==> src/gbn_ram.sv <==
// Generic single-clock RAM with one write port and one registered read port.
module gbn_ram #(
	parameter int WIDTH = 32,
	parameter int DEPTH = 64
) (
	input  logic clk,
	input  logic we,
	input  logic [((DEPTH > 1) ? $clog2(DEPTH) : 1)-1:0] waddr,
	input  logic [WIDTH-1:0] wdata,
	input  logic [((DEPTH > 1) ? $clog2(DEPTH) : 1)-1:0] raddr,
	output logic [WIDTH-1:0] rdata
);

	logic [WIDTH-1:0] mem [DEPTH];

	always_ff @(posedge clk) begin
		if (we) begin
			mem[waddr] <= wdata;
		end
		rdata <= mem[raddr];
	end

endmodule

==> config.mk <==
export PLATFORM = sky130hd
export DESIGN_NAME = gbn_ram
export DESIGN_NICKNAME = d
export VERILOG_FILES = /design/src/gbn_ram.sv
export SDC_FILE = /design/constraint.sdc
export NUM_CORES = 2
export LEC_CHECK = 0
export ABC_AREA = 1
export BUFFER_PORTS_ARGS = -buffer_cell sky130_fd_sc_hd__buf_4
export CORE_ASPECT_RATIO = 1.2
export CORE_MARGIN = 5
export CORE_UTILIZATION = 45
export DETAILED_ROUTE_END_ITERATION = 8
export GPL_TIMING_DRIVEN = 0
export MAX_ROUTING_LAYER = met4
export SETUP_SLACK_MARGIN = 0.1
export SLEW_MARGIN = 20
export SYNTH_ARGS = -nofsm -noshare
export SYNTH_HDL_FRONTEND = slang
export SYNTH_SLANG_ARGS = --single-unit
==> constraint.sdc <==
create_clock -name clk -period 5.4 [get_ports clk]
set_input_delay 0.81 -clock clk [delete_from_list [all_inputs] [get_ports clk]]
set_output_delay 0.81 -clock clk [all_outputs]
set_load 0.02 [all_outputs]
==> results.toml <==
[timing]
fmax_mhz = 285
setup_viol_count_final = 0
relSlewSlack_pct = 12.3
fin_hold_ws_ps = 526
finalHoldViolations = 0
worstMarginPinSlew_ps = 1320
timing.final.crit_share_pct = 64.9
period_minus_slack_ps = 3500
rsz0062_at_grt = "false"
finClkSkew_ps = 46.5
report.final.slew_viol_count = 0

[critical_path]
path_buf_inv = 3
cp_slowest_cell = "buf_1"
startpoint_type = "input port"
crit_chain = "buf_2 > clkbuf_1 > buf_1 > nand3_1 > nand3_1 > nand3_1 > nand2_1 > nand2_1 > nand2_1"
path_max_fanout = 10
cp_data_arrival_time_ps = 4280
critPathRequiredTime_ps = 6180
slowest_delay_ps = 970
critical_path_class = "input port to register"
cp-end-kind = "register"
path_delay_family = "buffers and inverters"

[drt]
wl_per_cell_um = 35.3
wirelength_um = 348000
vias_per_cell = 6.03
vias = 59555
drt-initial-drc-count = 9125
drt_pass1_iterations = 8
ant_nets = 0
drc = 0

[global_route]
antenna_found_initial = 38
grt_pass1_wl_um = 464000
grt_max_degree = 65
grt_usage_pct = 36.6
grt_pass1_vias = 54441
grt-ovfl-total = 0

[yosys]
synth_area_leader_cell = "edfxtp_1"
syn_avg_cell_area_sq_um = 12.2
netlist.area_leader.share_pct = 74.3
synth_seq_cells = 2080
netlist_instances = 6769
synthTopCellsByArea = "edfxtp_1 74%, nand3_1 12%, nand2_1 10%, buf_2 1.7%, dfxtp_1 0.77%"
synth_area_sq_mm = 0.0827
yosys_warnings = 0
yosysUniqueCellTypes = 16
synth.net_count = 6815
yosysSeqAreaShare_pct = 75.1

[clocking]
clock_latency_ps = 890
clk_pin_slew_ps = 60
clock_sinks = 2080
cts_buffer_depth = 3
root_buffer = "clkbuf_16"
ctsHoldBuffers = 0
numCtsBuffers = 203
htreeDepth = 4
cts_tree = "yes"
postCtsSetupBuffers = 0
ctsResizeCount = 0

[power]
p_leak_nw = 34.4
powerDensity_mw_per_mm2 = 360
ir_drop_mv = 0.370

[cells_and_area]
nets = 7277
final_util_pct = 52.7
final_cell_mix = "2248 x nand2_1, 2048 x edfxtp_1, 1907 x nand3_1, 332 x buf_2, 205 x clkbuf_16"
drive_gt1_share_pct = 12.8
area_growth_pct = 16.5
final_common_cell = "nand2_1"

[flow_run]
drv_cap = 0

[place]
numPortBuffers = 69
gp_congestion = 1.09
post-dp-hpwl_um = 241000

[floorplan]
row_count = 172
core_sq_mm = 0.183
die-area_sq_mm = 0.193
die_w_um = 401
pin_count = 78
die_height_um = 480
initial_utilization_pct = 45.2

[status]
outcome = "complete, no violations"

[hold_path]
hp-class = "input port to register"
Yosys cell counts, drive strengths merged:
library cell     n
nand2         2248
edfxtp        2048
nand3         1907
buf            372
clkbuf          77
nor2            56
dfxtp           32
inv             12
nand4            9
nor4             8
report_power, final:
| group | total, mW | leakage, nW | internal, mW | switching, mW |
|---|---|---|---|---|
| combinational | 2.81 | 12.6 | 0.557 | 2.25 |
| clock | 14.0 | 3.12 | 7.64 | 6.33 |
| sequential | 17.9 | 18.7 | 17.9 | 0.0335 |
registers in the layout, summed over array words and instances (netlist names):
register  cells
rdata        32
mem        2048
through the flow:
stage / instance area (sq um) / setup slack (ps) / instances / TNS (ps) / power [mW]
after floorplan: 82700 / 460 / 6769 / 0 / 19.4
after global placement: 86300 / -6480 / 9274 / -2582330 / 20.9
after detailed placement: 89900 / 1230 / 9462 / 0 / 21.0
after CTS: 96300 / 2160 / 9837 / 0 / 34.6
after global routing: 96300 / 2020 / 9858 / 0 / 35.4
final: 96400 / 1900 / 9873 / 0 / 34.7
worst paths after layout:
path / start / to / slack [ps] / cells past startpoint
min reg2reg: mem[4][29]$_DFFE_PP_ / rdata[29]$_DFF_P_ / 830 / 8
max reg2reg: mem[63][8]$_DFFE_PP_ / rdata[8]$_DFF_P_ / 3350 / 8
max: raddr[2] / rdata[5]$_DFF_P_ / 1900 / 9
min: wdata[4] / mem[35][4]$_DFFE_PP_ / 530 / 1
layer usage:
layer / routed length (um) / GRT usage (%) / vias to the layer above
met5: 0 / - / -
met4: 29300 / 24.6 / 0
met3: 41200 / 9.15 / 870
met2: 155000 / 53.8 / 4122
met1: 123000 / 44.8 / 29433
li1: - / - / 25130
cell type report:
| class | instances | area [sq um] |
|---|---|---|
| Timing Repair Buffer | 257 | 3640 |
| Tap cell | 2436 | 3050 |
| Antenna cell | 36 | 90.1 |
| Multi-Input combinational cell | 4228 | 18800 |
| Inverter | 12 | 47.5 |
| Fill cell | 15567 | 86600 |
| Clock inverter | 128 | 1070 |
| Clock buffer | 247 | 5290 |
| Buffer | 449 | 2270 |
| Sequential cell | 2080 | 62100 |
logic make-up after synthesis:
group / count (synthesis) / share of synthesized area, %
DFF: 2080 / 75.1
and+or+nand+nor: 4228 / 22.1
buffers and inverters: 461 / 2.78
Power figures use the tool's default switching activity.
