File: src/gbn_pkg.sv
// Shared types and constants for the greedy box suppression block.
package gbn_pkg;

	localparam int CORNER_W = 16;
	localparam int AREA_W = 32;
	localparam int LIMIT_W = 17;
	localparam int RANK_W = 6;
	localparam int CFG_IDX_W = 4;
	localparam int CFG_DATA_W = 17;

	typedef logic [CFG_IDX_W-1:0] cfg_idx_t;
	typedef logic [RANK_W-1:0] rank_t;
	typedef logic [LIMIT_W-1:0] limit_t;

	localparam cfg_idx_t CFG_IOU_LIMIT = cfg_idx_t'(0);
	localparam cfg_idx_t CFG_SIZE_OFFSET = cfg_idx_t'(1);

	localparam limit_t LIMIT_RESET = limit_t'(32768);

	typedef struct packed {
		logic signed [CORNER_W-1:0] left;
		logic signed [CORNER_W-1:0] top;
		logic signed [CORNER_W-1:0] right;
		logic signed [CORNER_W-1:0] bottom;
		logic [AREA_W-1:0] area;
	} box_t;

	typedef struct packed {
		limit_t limit;
		logic offset;
	} cfg_t;

	typedef struct packed {
		logic valid;
		logic hit;
		logic busy;
	} iou_res_t;

endpackage

File: src/gbn_iou.sv
// Pipelined overlap test of a pivot box against a candidate box, without division.
module gbn_iou #(
	parameter int TAG_W = 6
) (
	input  logic clk,
	input  logic arst_n,
	input  logic valid,
	input  logic [TAG_W-1:0] tag,
	input  gbn_pkg::box_t pivot,
	input  gbn_pkg::box_t cand,
	input  gbn_pkg::cfg_t cfg,
	output gbn_pkg::iou_res_t res,
	output logic [TAG_W-1:0] res_tag
);

	localparam int DIM_W = gbn_pkg::CORNER_W + 1;
	localparam int INTER_W = 2 * DIM_W;
	localparam int SUM_W = gbn_pkg::AREA_W + 1;
	localparam int UNI_W = INTER_W + 2;
	localparam int PROD_W = gbn_pkg::LIMIT_W + SUM_W;

	logic signed [gbn_pkg::CORNER_W-1:0] lo_x, lo_y, hi_x, hi_y;
	logic signed [DIM_W:0] w_raw, h_raw, add;

	logic valid_s2, valid_s3, valid_s4, valid_s5;
	logic [TAG_W-1:0] tag_s2, tag_s3, tag_s4, tag_s5;
	logic [DIM_W-1:0] w_s2, h_s2;
	logic [gbn_pkg::AREA_W-1:0] area_a_s2, area_b_s2;
	logic [INTER_W-1:0] inter_s3, inter_s4, inter_s5;
	logic [SUM_W-1:0] sum_s3;
	logic signed [UNI_W-1:0] uni_s4;
	logic [PROD_W-1:0] prod_s5;
	logic uni_pos_s5, uni_zero_s5;
	logic [PROD_W-1:0] scaled;

	always_comb begin
		lo_x = ($signed(pivot.left) > $signed(cand.left)) ? pivot.left : cand.left;
		lo_y = ($signed(pivot.top) > $signed(cand.top)) ? pivot.top : cand.top;
		hi_x = ($signed(pivot.right) < $signed(cand.right)) ? pivot.right : cand.right;
		hi_y = ($signed(pivot.bottom) < $signed(cand.bottom)) ? pivot.bottom : cand.bottom;
		add = cfg.offset ? (DIM_W+1)'(16) : '0;
		w_raw = (DIM_W+1)'(hi_x) - (DIM_W+1)'(lo_x) + add;
		h_raw = (DIM_W+1)'(hi_y) - (DIM_W+1)'(lo_y) + add;
	end

	always_ff @(posedge clk or negedge arst_n) begin
		if (!arst_n) begin
			valid_s2 <= 1'b0;
			valid_s3 <= 1'b0;
			valid_s4 <= 1'b0;
			valid_s5 <= 1'b0;
		end else begin
			valid_s2 <= valid;
			valid_s3 <= valid_s2;
			valid_s4 <= valid_s3;
			valid_s5 <= valid_s4;
		end
	end

	always_ff @(posedge clk) begin
		tag_s2 <= tag;
		w_s2 <= w_raw[DIM_W] ? '0 : w_raw[DIM_W-1:0];
		h_s2 <= h_raw[DIM_W] ? '0 : h_raw[DIM_W-1:0];
		area_a_s2 <= pivot.area;
		area_b_s2 <= cand.area;

		tag_s3 <= tag_s2;
		inter_s3 <= INTER_W'(w_s2) * INTER_W'(h_s2);
		sum_s3 <= SUM_W'(area_a_s2) + SUM_W'(area_b_s2);

		tag_s4 <= tag_s3;
		inter_s4 <= inter_s3;
		uni_s4 <= $signed(UNI_W'(sum_s3)) - $signed(UNI_W'(inter_s3));

		tag_s5 <= tag_s4;
		inter_s5 <= inter_s4;
		prod_s5 <= PROD_W'(cfg.limit) * PROD_W'(uni_s4[SUM_W-1:0]);
		uni_pos_s5 <= (uni_s4 > 0);
		uni_zero_s5 <= (uni_s4 == 0);
	end

	always_comb begin
		scaled = {inter_s5, 16'b0};
		res.valid = valid_s5;
		res.busy = valid_s2 | valid_s3 | valid_s4 | valid_s5;
		if (uni_pos_s5) begin
			res.hit = (scaled >= prod_s5);
		end else if (uni_zero_s5) begin
			res.hit = (inter_s5 != '0);
		end else begin
			res.hit = (inter_s5 == '0) && (cfg.limit == '0);
		end
	end

	assign res_tag = tag_s5;

endmodule

File: config.mk
export PLATFORM = sky130hd
export DESIGN_NAME = gbn_iou
export DESIGN_NICKNAME = d
export VERILOG_FILES = /design/src/gbn_pkg.sv /design/src/gbn_iou.sv
export SDC_FILE = /design/constraint.sdc
export NUM_CORES = 2
export LEC_CHECK = 0
export BUFFER_PORTS_ARGS = -buffer_cell sky130_fd_sc_hd__buf_2
export CELL_PAD_IN_SITES_DETAIL_PLACEMENT = 0
export CELL_PAD_IN_SITES_GLOBAL_PLACEMENT = 1
export CORE_MARGIN = 2
export CORE_UTILIZATION = 50
export CTS_CLUSTER_SIZE = 40
export DETAILED_ROUTE_END_ITERATION = 7
export PLACE_DENSITY_LB_ADDON = 0.12
export SYNTH_ARGS = -nofsm -noshare
export SYNTH_HDL_FRONTEND = slang
export SYNTH_SLANG_ARGS = --single-unit
File: constraint.sdc
create_clock -name clk -period 7.28 [get_ports clk]
set_clock_uncertainty 0.2 [all_clocks]
set_input_delay 0.364 -clock clk [delete_from_list [all_inputs] [get_ports clk]]
set_output_delay 0.364 -clock clk [all_outputs]
set_load 0.02 [all_outputs]
==> results.json <==
{
  "syn_area_um2": 43260,
  "synth_compound_area_share_pct": 9.687,
  "synth_fa_ha_area_share_pct": 45.28,
  "start_kind": "flip-flop",
  "hpwl_um": 89260,
  "start_util_pct": 50.64,
  "cp.arrival_ns": 7.25,
  "syn_inst": 4802,
  "viasPerCell": 5.159,
  "die_h_um": 298.1,
  "crit_top_cell": "fa_1",
  "drt_iter0_markers": 1690,
  "cts_buffers": 40,
  "synth_nets": 6170,
  "die_area_um2": 88880,
  "cp.required_ns": 7.52,
  "io_pins": 228,
  "max_freq_ghz": 0.1425,
  "cts_setup_buffers": 0,
  "yosys.area_share.simple_pct": 14.54,
  "crit_path_max_fanout": 10,
  "endpoint_kind": "flip-flop",
  "grtUsageTotal_pct": 24.72,
  "synth_xor_area_share_pct": 2.855,
  "synth_edf_count": 0,
  "timing.hold.ws_ns": 0.09077,
  "clk_path_buf_depth": 3,
  "status": "finished, final reports clean",
  "vias": 32140,
  "clk_latency_ns": 0.55,
  "async_flop_share_pct": 1.149,
  "ys.flop_type": "dfxtp_1",
  "synth_top_family_by_area": "adder cells",
  "nets": 6423,
  "crit_buf_inv": 6,
  "synth.area.mux_share_pct": 1.284,
  "antenna_found_initial": 2,
  "final-setup-viol-count": 0,
  "cts_sinks": 348,
  "synthDistinctLibCells": 76,
  "clk_pin_slew_worst_paths_ns": 0.06,
  "synth_top_area_cell": "fa_1",
  "hold_path.class": "primary input to flip-flop",
  "critical-path-top-delay-family": "adder cells",
  "tightest_slew_ns": 1.013,
  "crit_slowest_cell": "dfxtp_1",
  "wl_per_cell_um": 17.19,
  "syn_avg_cell_area_um2": 9.008,
  "ys_seq_area_share_pct": 16.15,
  "synth.area.top_cells": "fa_1 32%, dfxtp_1 16%, ha_1 13%",
  "final_layout_size_suffix_gt1_share_pct": 8.791,
  "report.final.hold_viol_count": 0,
  "yosysTopAreaCellShare_pct": 32.12,
  "antenna_left": 0,
  "synth-seq-cells": 348,
  "cts-root-buf": "clkbuf_16",
  "final_area_um2": 47910,
  "htree_levels": 2,
  "cts_tree": "built",
  "finalSetupTns_ns": 0,
  "grt_max_degree": 35,
  "dpl_cell_area_um2": 45850,
  "drcViolationCount": 0,
  "wl_um": 107100,
  "ys_warn_count": 0,
  "maxSlewViolCount": 0,
  "areaGrowthSynthToFinish_pct": 10.77,
  "crit_chain": "nand2_1 > fa_1 > inv_1 > fa_1 > inv_1 > fa_1 > inv_1 > fa_1 > fa_1 > inv_1 > fa_1 > inv_1 > ha_1 > a21oi_2 > o211ai_1 > a2111oi_2 > a211oi_1 > a221oi_2 > o21ai_1 > a2111oi_4 > buf_4 > o221ai_2 > xor2_1",
  "gp_congestion": 0.8476,
  "core_area_um2": 85410,
  "min_period_ns": 7.016,
  "rows": 107,
  "die_w_um": 298.1,
  "grt.overflow.total": 0,
  "rsz0062_at_grt": "no",
  "first_global_vias": 33770,
  "crit_type": "flip-flop to flip-flop",
  "portBuffers": 227,
  "fin_crit_sh_pct": 96.38,
  "dr.pass1.iters": 5,
  "slew_headroom_pct": 32.36,
  "cpPeakStageDelay_ns": 0.67,
  "drv_cap": 0,
  "grt_first_pass_wirelength_um": 176900
}
[worst paths after layout]
kind,start,endpoint,slack [ns],depth (start not counted)
max reg2reg,uni_s4[5],prod_s5[47],0.26,23
max,uni_s4[5],prod_s5[47],0.26,23
min reg2reg,tag_s4[5],res_tag[5],0.12,0
min in group asynchronous,arst_n,valid_s2,0.50,3
min,cand[32],h_s2[0],0.09,4
max in group asynchronous,arst_n,valid_s4,6.20,3
[cells by family (layout without fill, tap and decap cells)]
family,count (synthesis),count (layout)
buf+inv,1168,1451
other cells,0,1
xor+xnor,141,141
flops,348,348
simple gates,1331,1331
compound gates,612,612
mux,53,53
fa+ha+maj,1149,1149
[flip-flops by register name, indices dropped and copies added (netlist names), 6 cells and up]
register,count
prod_s5,50
uni_s4,35
inter_s3,34
inter_s4,34
inter_s5,34
sum_s3,33
area_a_s2,32
area_b_s2,32
h_s2,17
w_s2,17
res_tag,6
tag_s2,6
tag_s3,6
tag_s4,6
[layout by cell type (no fill, tap or decap), types with 33 or more instances in the layout]
master,Yosys,final
and2_1,314,314
a21oi_1,165,165
xnor2_1,101,101
o21ai_0,86,86
inv_1,979,979
buf_2,5,227
nand3_1,38,38
buf_4,2,99
a211oi_1,41,41
nor2_1,156,156
clkbuf_16,0,40
mux2i_1,33,33
xor2_1,40,40
dlygate4sd3_1,0,73
o21a_1,39,39
nand2_1,638,638
fa_1,694,694
a21o_1,95,95
dfxtp_1,344,339
ha_1,455,455
[Yosys cell counts, types with 15 or more instances]
| library cell | n |
|---|---|
| o21ai_0 | 86 |
| nand3_1 | 38 |
| and3_1 | 15 |
| fa_1 | 694 |
| o21a_1 | 39 |
| nand4_1 | 32 |
| mux2_2 | 19 |
| xor2_1 | 40 |
| a21oi_1 | 165 |
| a21o_1 | 95 |
| nor2b_1 | 30 |
| mux2i_1 | 33 |
| dfxtp_1 | 344 |
| nand2b_1 | 23 |
| nand2_1 | 638 |
| inv_1 | 979 |
| nor3_1 | 32 |
| clkbuf_1 | 177 |
| a211oi_1 | 41 |
| nor4_1 | 25 |
| a31oi_1 | 17 |
| and2_1 | 314 |
| xnor2_1 | 101 |
| nor2_1 | 156 |
| ha_1 | 455 |
| a22oi_1 | 16 |
| a221o_1 | 18 |
| o21bai_1 | 25 |
[worst register-to-register path: cells and delay by family, from the launching register on]
| kind | cells | cell delay (ns) |
|---|---|---|
| flip-flops | 1 | 0.67 |
| AO/OA/AOI/OAI | 8 | 2.03 |
| adder cells (fa/ha/maj) | 7 | 3.25 |
| AND/OR/NAND/NOR | 1 | 0.14 |
| buffers and inverters | 6 | 0.45 |
| XOR/XNOR | 1 | 0.15 |
[cell type report]
| class | instances | area [um2] |
|---|---|---|
| antenna | 1 | 2.502 |
| clock buffer | 49 | 1075 |
| clock inverter | 23 | 252.7 |
| fill | 8139 | 37500 |
| inverter | 979 | 3675 |
| multi-input combinational | 3286 | 31860 |
| sequential | 348 | 6993 |
| tap | 1144 | 1431 |
| timing repair buffer | 400 | 2630 |
[per-stage QoR]
| stage | worst slack, ns | cells | utilization [%] |
|---|---|---|---|
| 2_1_floorplan | 0.7671 | 4802 | - |
| 3_3_place_gp | 0.2492 | 6084 | 53.68 |
| 3_5_place_dp | 0.2444 | 6084 | 53.68 |
| 4_1_cts | 0.2127 | 6229 | 56.09 |
| 5_1_grt | 0.01503 | 6229 | 56.09 |
| 6_report | 0.2638 | 6230 | 56.10 |
[timing repair]
action,4_1_cts,5_1_grt
gates resized for setup,0,5
hold buffers,73,0
hold endpoints to repair,75,0
endpoints found under the setup margin,0,8
[routing by layer]
layer | global-route usage [%] | part of all wire [%] | routed length [um]
met1 | 33.47 | 45 | 48040
met2 | 41.26 | 47 | 50580
met3 | 3.901 | 5.5 | 5856
met4 | 6.521 | 2.4 | 2563
met5 | 0 | 0.025 | 27
Power is left out: the tool's default activity adds up to more than one toggle a clock period on the data nets, which glitch-free logic cannot reach.
